File: src/rtl/core/dpfd_pkg.sv
// shared types, constants and helpers for the debounced power-fail detector
// no dependencies; imported by every rtl module and the checker
package dpfd_pkg;

   localparam int unsigned SeqWidth     = 32;
   localparam int unsigned MvWidth      = 16;
   localparam int unsigned StampWidth   = 63;
   localparam int unsigned RunWidth     = 8;
   localparam int unsigned EvNumWidth   = 32;
   localparam int unsigned CsrIdxWidth  = 3;
   localparam int unsigned ReqDataWidth = 96;
   localparam int unsigned RspDataWidth = 136;

   typedef enum logic [1:0] {
      PWR_UNKNOWN = 2'd0,
      PWR_OK      = 2'd1,
      PWR_LOST    = 2'd2
   } power_state_type;

   typedef enum logic [1:0] {
      EV_NONE     = 2'd0,
      EV_LOST     = 2'd1,
      EV_RESTORED = 2'd2,
      EV_BKLOW    = 2'd3
   } event_kind_type;

   typedef enum logic [CsrIdxWidth-1:0] {
      CSR_LOST_LEVEL     = 3'd0,
      CSR_RESTORE_LEVEL  = 3'd1,
      CSR_DEBOUNCE       = 3'd2,
      CSR_BACKUP_PRESENT = 3'd3,
      CSR_BACKUP_LOW     = 3'd4
   } csr_index_type;

   localparam logic [MvWidth-1:0]  LostLevelReset     = 16'd10500;
   localparam logic [MvWidth-1:0]  RestoreLevelReset  = 16'd11500;
   localparam logic [RunWidth-1:0] DebounceReset      = 8'd3;
   localparam logic [MvWidth-1:0]  BackupPresentReset = 16'd2000;
   localparam logic [MvWidth-1:0]  BackupLowReset     = 16'd3300;

   // one classified sample, carries up to two results
   typedef struct packed {
      power_state_type          state;
      event_kind_type           kind0;
      logic [EvNumWidth-1:0]    num0;
      logic                     two;
      logic [EvNumWidth-1:0]    num1;
      logic [MvWidth-1:0]       main_mv;
      logic [MvWidth-1:0]       backup_mv;
      logic [StampWidth-1:0]    stamp_us;
   } entry_type;

   typedef struct packed {
      logic      not_empty;
      logic      full;
   } queue_status_type;

   function automatic logic [RunWidth-1:0] run_inc(logic [RunWidth-1:0] r);
      return (r == {RunWidth{1'b1}}) ? r : r + RunWidth'(1);
   endfunction

   function automatic logic [EvNumWidth-1:0] ev_num_out(logic [SeqWidth-1:0] s);
      logic [63:0] w;
      w = 64'(s);
      return w[EvNumWidth-1:0];
   endfunction

endpackage

File: src/rtl/core/debounced_power_fail_detector_unit.sv
// top level of the debounced power-fail detector
// depends on dpfd_pkg, dpfd_front, dpfd_queue and dpfd_back
//
//  channel | direction | handshake              | payload
//  req     | in        | req_tvalid/req_tready  | tdata: main_mv, backup_mv, stamp_us
//  rsp     | out       | rsp_tvalid/rsp_tready  | tdata, tuser: event_kind, tlast
//  csr     | in        | csr_valid/csr_ready    | csr_index, csr_data
//
// one sample is accepted per cycle while the two-entry queue has room
// the back part emits one result per cycle from its output register while rsp_tready is high
// a sample with a restore and a backup-low event holds the queue head until its second result is loaded
// reset returns the power state to unknown and the configuration registers to defaults
// rsp_tready low fills the queue, after which req_tready drops
module debounced_power_fail_detector_unit (
   input  logic                                 clock,
   input  logic                                 reset,
   input  logic                                 req_tvalid,
   output logic                                 req_tready,
   // main_mv[15:0], backup_mv[31:16], stamp_us[94:32], pad[95]
   input  logic [dpfd_pkg::ReqDataWidth-1:0]    req_tdata,
   output logic                                 rsp_tvalid,
   input  logic                                 rsp_tready,
   // power_state[1:0], main_echo_mv[17:2], backup_echo_mv[33:18],
   // stamp_echo_us[96:34], event_number[128:97], pad[135:129]
   output logic [dpfd_pkg::RspDataWidth-1:0]    rsp_tdata,
   // event_kind[1:0]
   output logic [1:0]                           rsp_tuser,
   output logic                                 rsp_tlast,
   input  logic                                 csr_valid,
   output logic                                 csr_ready,
   input  logic [dpfd_pkg::CsrIdxWidth-1:0]     csr_index,
   input  logic [dpfd_pkg::MvWidth-1:0]         csr_data
);
   import dpfd_pkg::*;

   logic             push, pop;
   entry_type        push_entry, head;
   queue_status_type q_status;

   dpfd_front u_front (
      .clock      (clock),
      .reset      (reset),
      .req_tvalid (req_tvalid),
      .req_tready (req_tready),
      .req_tdata  (req_tdata),
      .csr_valid  (csr_valid),
      .csr_ready  (csr_ready),
      .csr_index  (csr_index),
      .csr_data   (csr_data),
      .q_status   (q_status),
      .push       (push),
      .push_entry (push_entry)
   );

   dpfd_queue u_queue (
      .clock      (clock),
      .reset      (reset),
      .push       (push),
      .push_entry (push_entry),
      .pop        (pop),
      .head       (head),
      .status     (q_status)
   );

   dpfd_back u_back (
      .clock      (clock),
      .reset      (reset),
      .head       (head),
      .q_status   (q_status),
      .pop        (pop),
      .rsp_tvalid (rsp_tvalid),
      .rsp_tready (rsp_tready),
      .rsp_tdata  (rsp_tdata),
      .rsp_tuser  (rsp_tuser),
      .rsp_tlast  (rsp_tlast)
   );

endmodule

File: src/rtl/core/dpfd_front.sv
// front part: configuration registers, sample acceptance and state tracking
// depends on dpfd_pkg; feeds classified entries into dpfd_queue
module dpfd_front (
   input  logic                                 clock,
   input  logic                                 reset,
   input  logic                                 req_tvalid,
   output logic                                 req_tready,
   input  logic [dpfd_pkg::ReqDataWidth-1:0]    req_tdata,
   input  logic                                 csr_valid,
   output logic                                 csr_ready,
   input  logic [dpfd_pkg::CsrIdxWidth-1:0]     csr_index,
   input  logic [dpfd_pkg::MvWidth-1:0]         csr_data,
   input  dpfd_pkg::queue_status_type           q_status,
   output logic                                 push,
   output dpfd_pkg::entry_type                  push_entry
);
   import dpfd_pkg::*;

   logic [MvWidth-1:0]    lost_level_ff, restore_level_ff, bk_present_ff, bk_low_ff;
   logic [RunWidth-1:0]   debounce_ff;
   power_state_type       state_ff, state_in;
   logic [RunWidth-1:0]   lost_run_ff, lost_run_in, restore_run_ff, restore_run_in;
   logic                  sent_ff, sent_in;
   logic [SeqWidth-1:0]   seq_ff, seq_in;
   logic [RunWidth-1:0]   run_next;
   logic [1:0]            nev;
   event_kind_type        kind0;
   logic                  two;
   logic [MvWidth-1:0]    main_mv, backup_mv;
   logic [StampWidth-1:0] stamp_us;

   assign main_mv    = req_tdata[15:0];
   assign backup_mv  = req_tdata[31:16];
   assign stamp_us   = req_tdata[94:32];
   assign req_tready = !q_status.full;
   assign push       = req_tvalid && req_tready;
   assign csr_ready  = 1'b1;

   always_ff @(posedge clock) begin
      if (reset) begin
         lost_level_ff    <= LostLevelReset;
         restore_level_ff <= RestoreLevelReset;
         debounce_ff      <= DebounceReset;
         bk_present_ff    <= BackupPresentReset;
         bk_low_ff        <= BackupLowReset;
      end else if (csr_valid && csr_ready) begin
         case (csr_index)
            CSR_LOST_LEVEL:     lost_level_ff    <= csr_data;
            CSR_RESTORE_LEVEL:  restore_level_ff <= csr_data;
            CSR_DEBOUNCE:       debounce_ff      <= csr_data[RunWidth-1:0];
            CSR_BACKUP_PRESENT: bk_present_ff    <= csr_data;
            CSR_BACKUP_LOW:     bk_low_ff        <= csr_data;
            default: ;
         endcase
      end
   end

   always_ff @(posedge clock) begin
      if (reset) begin
         state_ff       <= PWR_UNKNOWN;
         lost_run_ff    <= '0;
         restore_run_ff <= '0;
         sent_ff        <= 1'b0;
         seq_ff         <= '0;
      end else if (push) begin
         state_ff       <= state_in;
         lost_run_ff    <= lost_run_in;
         restore_run_ff <= restore_run_in;
         sent_ff        <= sent_in;
         seq_ff         <= seq_in;
      end
   end

   always_comb begin
      state_in       = state_ff;
      lost_run_in    = lost_run_ff;
      restore_run_in = restore_run_ff;
      sent_in        = sent_ff;
      kind0          = EV_NONE;
      two            = 1'b0;
      nev            = 2'd0;
      run_next       = '0;
      case (state_ff)
         PWR_UNKNOWN: begin
            if (main_mv >= restore_level_ff) begin
               state_in = PWR_OK;
            end else if (main_mv <= lost_level_ff) begin
               state_in = PWR_LOST;
            end
         end
         PWR_OK: begin
            if (main_mv < lost_level_ff) begin
               run_next       = run_inc(lost_run_ff);
               lost_run_in    = run_next;
               restore_run_in = '0;
               if (run_next >= debounce_ff) begin
                  state_in    = PWR_LOST;
                  lost_run_in = '0;
                  sent_in     = 1'b0;
                  kind0       = EV_LOST;
                  nev         = 2'd1;
               end
            end else begin
               lost_run_in = '0;
            end
         end
         PWR_LOST: begin
            if (main_mv > restore_level_ff) begin
               run_next       = run_inc(restore_run_ff);
               restore_run_in = run_next;
               lost_run_in    = '0;
               if (run_next >= debounce_ff) begin
                  state_in       = PWR_OK;
                  restore_run_in = '0;
                  sent_in        = 1'b0;
                  kind0          = EV_RESTORED;
                  nev            = 2'd1;
               end
            end else begin
               restore_run_in = '0;
            end
            if (backup_mv > bk_present_ff && backup_mv < bk_low_ff && !sent_in) begin
               sent_in = 1'b1;
               if (kind0 == EV_NONE) begin
                  kind0 = EV_BKLOW;
                  nev   = 2'd1;
               end else begin
                  two = 1'b1;
                  nev = 2'd2;
               end
            end
         end
         default: ;
      endcase
      seq_in = seq_ff + SeqWidth'(nev);
   end

   always_comb begin
      push_entry.state     = state_in;
      push_entry.kind0     = kind0;
      push_entry.num0      = (kind0 != EV_NONE) ? ev_num_out(seq_ff) : '0;
      push_entry.two       = two;
      push_entry.num1      = ev_num_out(seq_ff + SeqWidth'(1));
      push_entry.main_mv   = main_mv;
      push_entry.backup_mv = backup_mv;
      push_entry.stamp_us  = stamp_us;
   end

endmodule

File: src/rtl/core/dpfd_queue.sv
// two-entry queue between the front and back parts
// depends on dpfd_pkg for the entry and status types
module dpfd_queue (
   input  logic                        clock,
   input  logic                        reset,
   input  logic                        push,
   input  dpfd_pkg::entry_type         push_entry,
   input  logic                        pop,
   output dpfd_pkg::entry_type         head,
   output dpfd_pkg::queue_status_type  status
);
   import dpfd_pkg::*;

   entry_type  mem_ff [2];
   logic       wr_ptr_ff, rd_ptr_ff;
   logic [1:0] count_ff;

   always_ff @(posedge clock) begin
      if (push) begin
         mem_ff[wr_ptr_ff] <= push_entry;
      end
   end

   always_ff @(posedge clock) begin
      if (reset) begin
         wr_ptr_ff <= 1'b0;
         rd_ptr_ff <= 1'b0;
         count_ff  <= 2'd0;
      end else begin
         if (push) begin
            wr_ptr_ff <= !wr_ptr_ff;
         end
         if (pop) begin
            rd_ptr_ff <= !rd_ptr_ff;
         end
         count_ff <= count_ff + {1'b0, push} - {1'b0, pop};
      end
   end

   assign head             = mem_ff[rd_ptr_ff];
   assign status.not_empty = (count_ff != 2'd0);
   assign status.full      = (count_ff == 2'd2);

endmodule

File: src/rtl/core/dpfd_back.sv
// back part: turns queued entries into one or two results in an output register
// depends on dpfd_pkg; reads the head of dpfd_queue
module dpfd_back (
   input  logic                                 clock,
   input  logic                                 reset,
   input  dpfd_pkg::entry_type                  head,
   input  dpfd_pkg::queue_status_type           q_status,
   output logic                                 pop,
   output logic                                 rsp_tvalid,
   input  logic                                 rsp_tready,
   output logic [dpfd_pkg::RspDataWidth-1:0]    rsp_tdata,
   output logic [1:0]                           rsp_tuser,
   output logic                                 rsp_tlast
);
   import dpfd_pkg::*;

   logic                   valid_ff;
   logic                   phase_ff, phase_in;
   logic                   load;
   event_kind_type         kind_ff, kind_in;
   logic [EvNumWidth-1:0]  num_ff, num_in;
   logic                   last_ff, last_in;
   power_state_type        state_ff;
   logic [MvWidth-1:0]     main_ff, backup_ff;
   logic [StampWidth-1:0]  stamp_ff;

   assign load = q_status.not_empty && (!valid_ff || rsp_tready);

   always_comb begin
      if (phase_ff) begin
         kind_in  = EV_BKLOW;
         num_in   = head.num1;
         last_in  = 1'b1;
         phase_in = 1'b0;
         pop      = load;
      end else begin
         kind_in  = head.kind0;
         num_in   = head.num0;
         last_in  = !head.two;
         phase_in = head.two;
         pop      = load && !head.two;
      end
   end

   always_ff @(posedge clock) begin
      if (reset) begin
         valid_ff <= 1'b0;
         phase_ff <= 1'b0;
      end else if (load) begin
         valid_ff <= 1'b1;
         phase_ff <= phase_in;
      end else if (rsp_tready) begin
         valid_ff <= 1'b0;
      end
   end

   always_ff @(posedge clock) begin
      if (load) begin
         kind_ff   <= kind_in;
         num_ff    <= num_in;
         last_ff   <= last_in;
         state_ff  <= head.state;
         main_ff   <= head.main_mv;
         backup_ff <= head.backup_mv;
         stamp_ff  <= head.stamp_us;
      end
   end

   assign rsp_tvalid = valid_ff;
   assign rsp_tuser  = kind_ff;
   assign rsp_tlast  = last_ff;
   assign rsp_tdata  = {7'd0, num_ff, stamp_ff, backup_ff, main_ff, state_ff};

endmodule

File: config.mk
export PLATFORM = sky130hd
export DESIGN_NAME = debounced_power_fail_detector_unit
export DESIGN_NICKNAME = d
export VERILOG_FILES = /design/src/rtl/core/dpfd_pkg.sv /design/src/rtl/core/debounced_power_fail_detector_unit.sv /design/src/rtl/core/dpfd_front.sv /design/src/rtl/core/dpfd_queue.sv /design/src/rtl/core/dpfd_back.sv
export SDC_FILE = /design/constraint.sdc
export NUM_CORES = 1
export LEC_CHECK = 0
export ABC_AREA = 0
export BUFFER_PORTS_ARGS = -buffer_cell sky130_fd_sc_hd__buf_2
export CORE_MARGIN = 4
export CORE_UTILIZATION = 35
export CTS_CLUSTER_SIZE = 20
export DETAILED_ROUTE_END_ITERATION = 12
export PLACE_DENSITY = 0.61
export REMOVE_ABC_BUFFERS = 1
export SKIP_LAST_GASP = 1
export SYNTH_ARGS = -nofsm -noshare
export SYNTH_HDL_FRONTEND = slang
export SYNTH_SLANG_ARGS = --single-unit
File: constraint.sdc
create_clock -name clock -period 10.55 [get_ports clock]
set_input_delay 1.055 -clock clock [delete_from_list [all_inputs] [get_ports clock]]
set_output_delay 1.055 -clock clock [all_outputs]
set_load 0.05 [all_outputs]
==> insert_results.sql <==
INSERT INTO impl_metrics (metric_group, metric, value, unit) VALUES
('floorplanning', 'floorplan.initialDensity', '0.355', ''),
('floorplanning', 'die_width', '270', 'um'),
('drt', 'routed_wire_length_per_instance', '18.4', 'um'),
('power', 'power_leakage', '0.0103', 'uW'),
('global_routing', 'first_global_vias', '14596', ''),
('place', 'dpl-instance-area', '26200', 'sq um'),
('yosys', 'synth-edff-count', '460', ''),
('sta', 'final_worst_clock_skew', '0.0204', 'ns'),
('cts', 'h_tree_lvl_count', '3', ''),
('drt', 'drt.antenna.violating_nets', '0', ''),
('global_routing', 'antenna_found_initial', '5', ''),
('cts', 'numCtsBuffers', '67', ''),
('yosys', 'number_of_instances_in_the_synthesized_netlist', '1678', ''),
('power', 'irDropWorstVdd', '0.000135', 'V'),
('cts', 'clock-sinks', '590', ''),
('place', 'placed_wire_length_estimate', '34700', 'um'),
('yosys', 'synth_largest_area_cell', 'edfxtp_1', ''),
('drt', 'ratio_of_routed_vias_to_standard_cells', '4.92', ''),
('floorplanning', 'die_height', '270', 'um'),
('global_routing', 'maximum_number_of_pins_on_one_net_before_global_route_repair', '97', ''),
('worst_hold_path', 'hold_path_class', 'reg2reg', ''),
('drt', 'detailedRoute.firstPassIterationCount', '5', ''),
('power', 'powerDensity', '258', 'nW/um^2'),
('yosys', 'yosysUniqueCellTypes', '61', ''),
('yosys', 'synth_ff_type', 'edfxtp_1', ''),
('setup_path', 'critical_path_class', 'reg2reg', ''),
('cells_and_area', 'final_area', '28300', 'sq um'),
('drt', 'routed_wl', '52800', 'um'),
('global_routing', 'grt-ovfl-total', '0', ''),
('sta', 'slew_viol_final', '0', ''),
('cts', 'cts_tree', 'built', ''),
('yosys', 'synth-seq-area-share', '0.684', ''),
('floorplanning', 'core_area', '67500', 'sq um'),
('setup_path', 'critical_path_s_most_frequent_cell', 'nand2_1', ''),
('setup_path', 'worstSetupEndpointType', 'flip-flop', ''),
('sta', 'final-setup-viol-count', '0', ''),
('sta', 'timing.max_slew.rel_slack', '0.281', ''),
('outcome', 'outcome', 'complete, no violations', ''),
('power', 'total_power_after_layout', '7310', 'uW'),
('cells_and_area', 'finalNetCount', '2161', ''),
('cts', 'clock_path_buffers', '3', ''),
('place', 'io_buffer_count', '252', ''),
('setup_path', 'arrival', '6.85', 'ns'),
('sta', 'timing_hold_violations_final', '0', ''),
('cts', 'cts-resized-gates', '0', ''),
('global_routing', 'grtUsageTotal', '0.143', ''),
('setup_path', 'crit_required', '10.98', 'ns'),
('floorplanning', 'die_area', '72800', 'sq um'),
('cts', 'ctsRootBufferMaster', 'clkbuf_16', ''),
('cts', 'clk_pin_slew_worst_paths', '0.06', 'ns'),
('yosys', 'synth_area', '24000', 'sq um'),
('global_routing', 'grt_first_pass_wirelength', '83000', 'um'),
('drt', 'drc_errors', '0', ''),
('sta', 'max_freq', '0.156', 'GHz'),
('setup_path', 'worst_setup_path_start_kind', 'flip-flop', ''),
('floorplanning', 'rows', '95', ''),
('cts', 'cts_setup_buffers', '0', ''),
('yosys', 'async_flop_share', '0', ''),
('yosys', 'area_fraction_of_the_dominant_cell_type_after_synthesis', '0.576', ''),
('setup_path', 'crit_path_max_fanout', '7', ''),
('sta', 'final.period_utilization', '0.609', ''),
('setup_path', 'crit_path_top_delay_cell', 'nor3_1', ''),
('place', 'place_congestion', '0.802', ''),
('job', 'drv.max_cap_violation_count', '0', ''),
('sta', 'rsz0062_at_grt', 'false', ''),
('sta', 'final.setup.tns', '0', 'ns'),
('cells_and_area', 'proportion_of_layout_cells_with_a_drive_suffix_above_1', '0.253', ''),
('drt', 'vias', '14139', ''),
('sta', 'max_slew.worst_pin.slew', '1.08', 'ns'),
('yosys', 'synthTopCellsByArea', 'edfxtp_1 58%, dfxtp_1 11%, ha_1 4.8%, mux2_2 4.6%, mux4_2 3.0%', ''),
('cts', 'insertion_delay', '0.58', 'ns'),
('setup_path', 'critical_path.max_stage_delay', '0.58', 'ns'),
('yosys', 'synth_warnings', '0', ''),
('floorplanning', 'ios', '262', ''),
('drt', 'iteration_0_drc_count_of_the_detailed_router', '830', ''),
('cells_and_area', 'post-route-util', '0.419', ''),
('yosys', 'yosys_register_bits', '590', ''),
('cts', 'cts-hold-fix-buffers', '0', ''),
('cells_and_area', 'area_growth', '18.0', '%'),
('sta', 'finalCriticalPeriod', '6.42', 'ns'),
('yosys', 'post_synth.cell_area_avg', '14.3', 'sq um');
[state kept, by name, summed over array words and instances (netlist names), 8 cells and up, named ones only]
register and cells:
u_back.stamp_ff 63, u_back.backup_ff 16, u_front.restore_run_ff 8, u_back.num_ff 32, u_queue.mem_ff 328, u_front.bk_low_ff 16
u_front.lost_run_ff 8, u_front.lost_level_ff 16, u_front.bk_present_ff 16, u_back.main_ff 16, u_front.restore_level_ff 16, u_front.debounce_ff 8
u_front.seq_ff 32
[critical path: cells and delay by family, from the launching register on]
family          cells  cell delay (ns)
compound gates      4             0.78
xor+xnor            2             0.34
fa+ha+maj           5             1.38
buf+inv             2             0.13
flops               1             0.38
simple gates       15             3.28
[report_power, final]
part / internal, uW / total (uW) / switching, uW
Clock: 1330 / 2240 / 910
Combinational: 497 / 1890 / 1390
Sequential: 3060 / 3190 / 127
Total: 4880 / 7310 / 2430
[cell usage in the layout, fill, tap and decap left out, types with 9 or more instances in the layout]
cell,count
edfxtp_1,460
buf_2,252
nand2_1,171
dfxtp_1,129
mux2_2,97
inv_1,93
ha_1,93
a21oi_1,86
nor2_1,77
clkbuf_16,69
nor2b_1,38
o21ai_0,34
xnor2_1,34
nand3_1,33
mux4_2,32
xor2_1,29
o211ai_1,28
nand4_1,21
and3_1,18
nor3_1,16
clkinv_2,13
buf_4,13
clkbuf_1,12
clkinv_1,11
or3_1,10
mux2i_1,9
[worst paths after layout]
check	start	slack (ns)	end	depth (start not counted)
setup / recovery	u_front.restore_run_ff[1]	4.13	u_front.seq_ff[30]	28
hold / removal	u_front.bk_present_ff[2]	0.45	u_front.bk_present_ff[2]	2
setup reg to reg	u_front.restore_run_ff[1]	4.13	u_front.seq_ff[30]	28
hold reg to reg	u_front.bk_present_ff[2]	0.45	u_front.bk_present_ff[2]	2
[cell usage after synthesis (21+ instances only)]
| library cell | count |
|---|---|
| a21oi_1 | 87 |
| nor2b_1 | 38 |
| clkbuf_1 | 48 |
| nor2_1 | 78 |
| nand2_1 | 171 |
| nand4_1 | 21 |
| o21ai_0 | 34 |
| dfxtp_1 | 130 |
| mux4_2 | 32 |
| xor2_1 | 29 |
| ha_1 | 93 |
| inv_1 | 93 |
| xnor2_1 | 34 |
| nand3_1 | 33 |
| mux2_2 | 97 |
| o211ai_1 | 28 |
| edfxtp_1 | 460 |
[kinds of logic (layout without fill, tap and decap cells)]
group,count (synthesis),after routing,share of synthesized area
other cells,2,12,0.000313
buf+inv,165,477,0.0278
simple gates,429,429,0.0855
mux,138,138,0.0793
fa+ha+maj,94,94,0.0493
xor+xnor,63,63,0.0230
flops,590,590,0.684
compound gates,197,197,0.0506
[per-stage QoR]
step           std cells  hold slack (ns)  worst slack (ns)
2_1_floorplan       1613            0.425              1.81
3_3_place_gp        2751            0.445              4.05
3_5_place_dp        2751            0.448              4.03
4_1_cts             2869            0.456              4.16
5_1_grt             2871            0.480              3.55
6_report            2873            0.452              4.13
[layer usage]
layer,vias to the layer above,part of all wire,track usage
li1,6704,-,-
met1,7016,0.44,0.185
met2,333,0.49,0.242
met3,82,0.054,0.0320
met4,4,0.021,0.0444
met5,-,0.00040,0
[area by class of cell]
cell class	count	area, sq um
Antenna cell	4	10.0
Clock buffer	81	1770
Clock inverter	37	344
Fill cell	6173	39200
Inverter	94	353
Multi-Input combinational cell	929	6960
Sequential cell	590	16400
Tap cell	873	1090
Timing Repair Buffer	265	1360
Power figures use the tool's default switching activity.
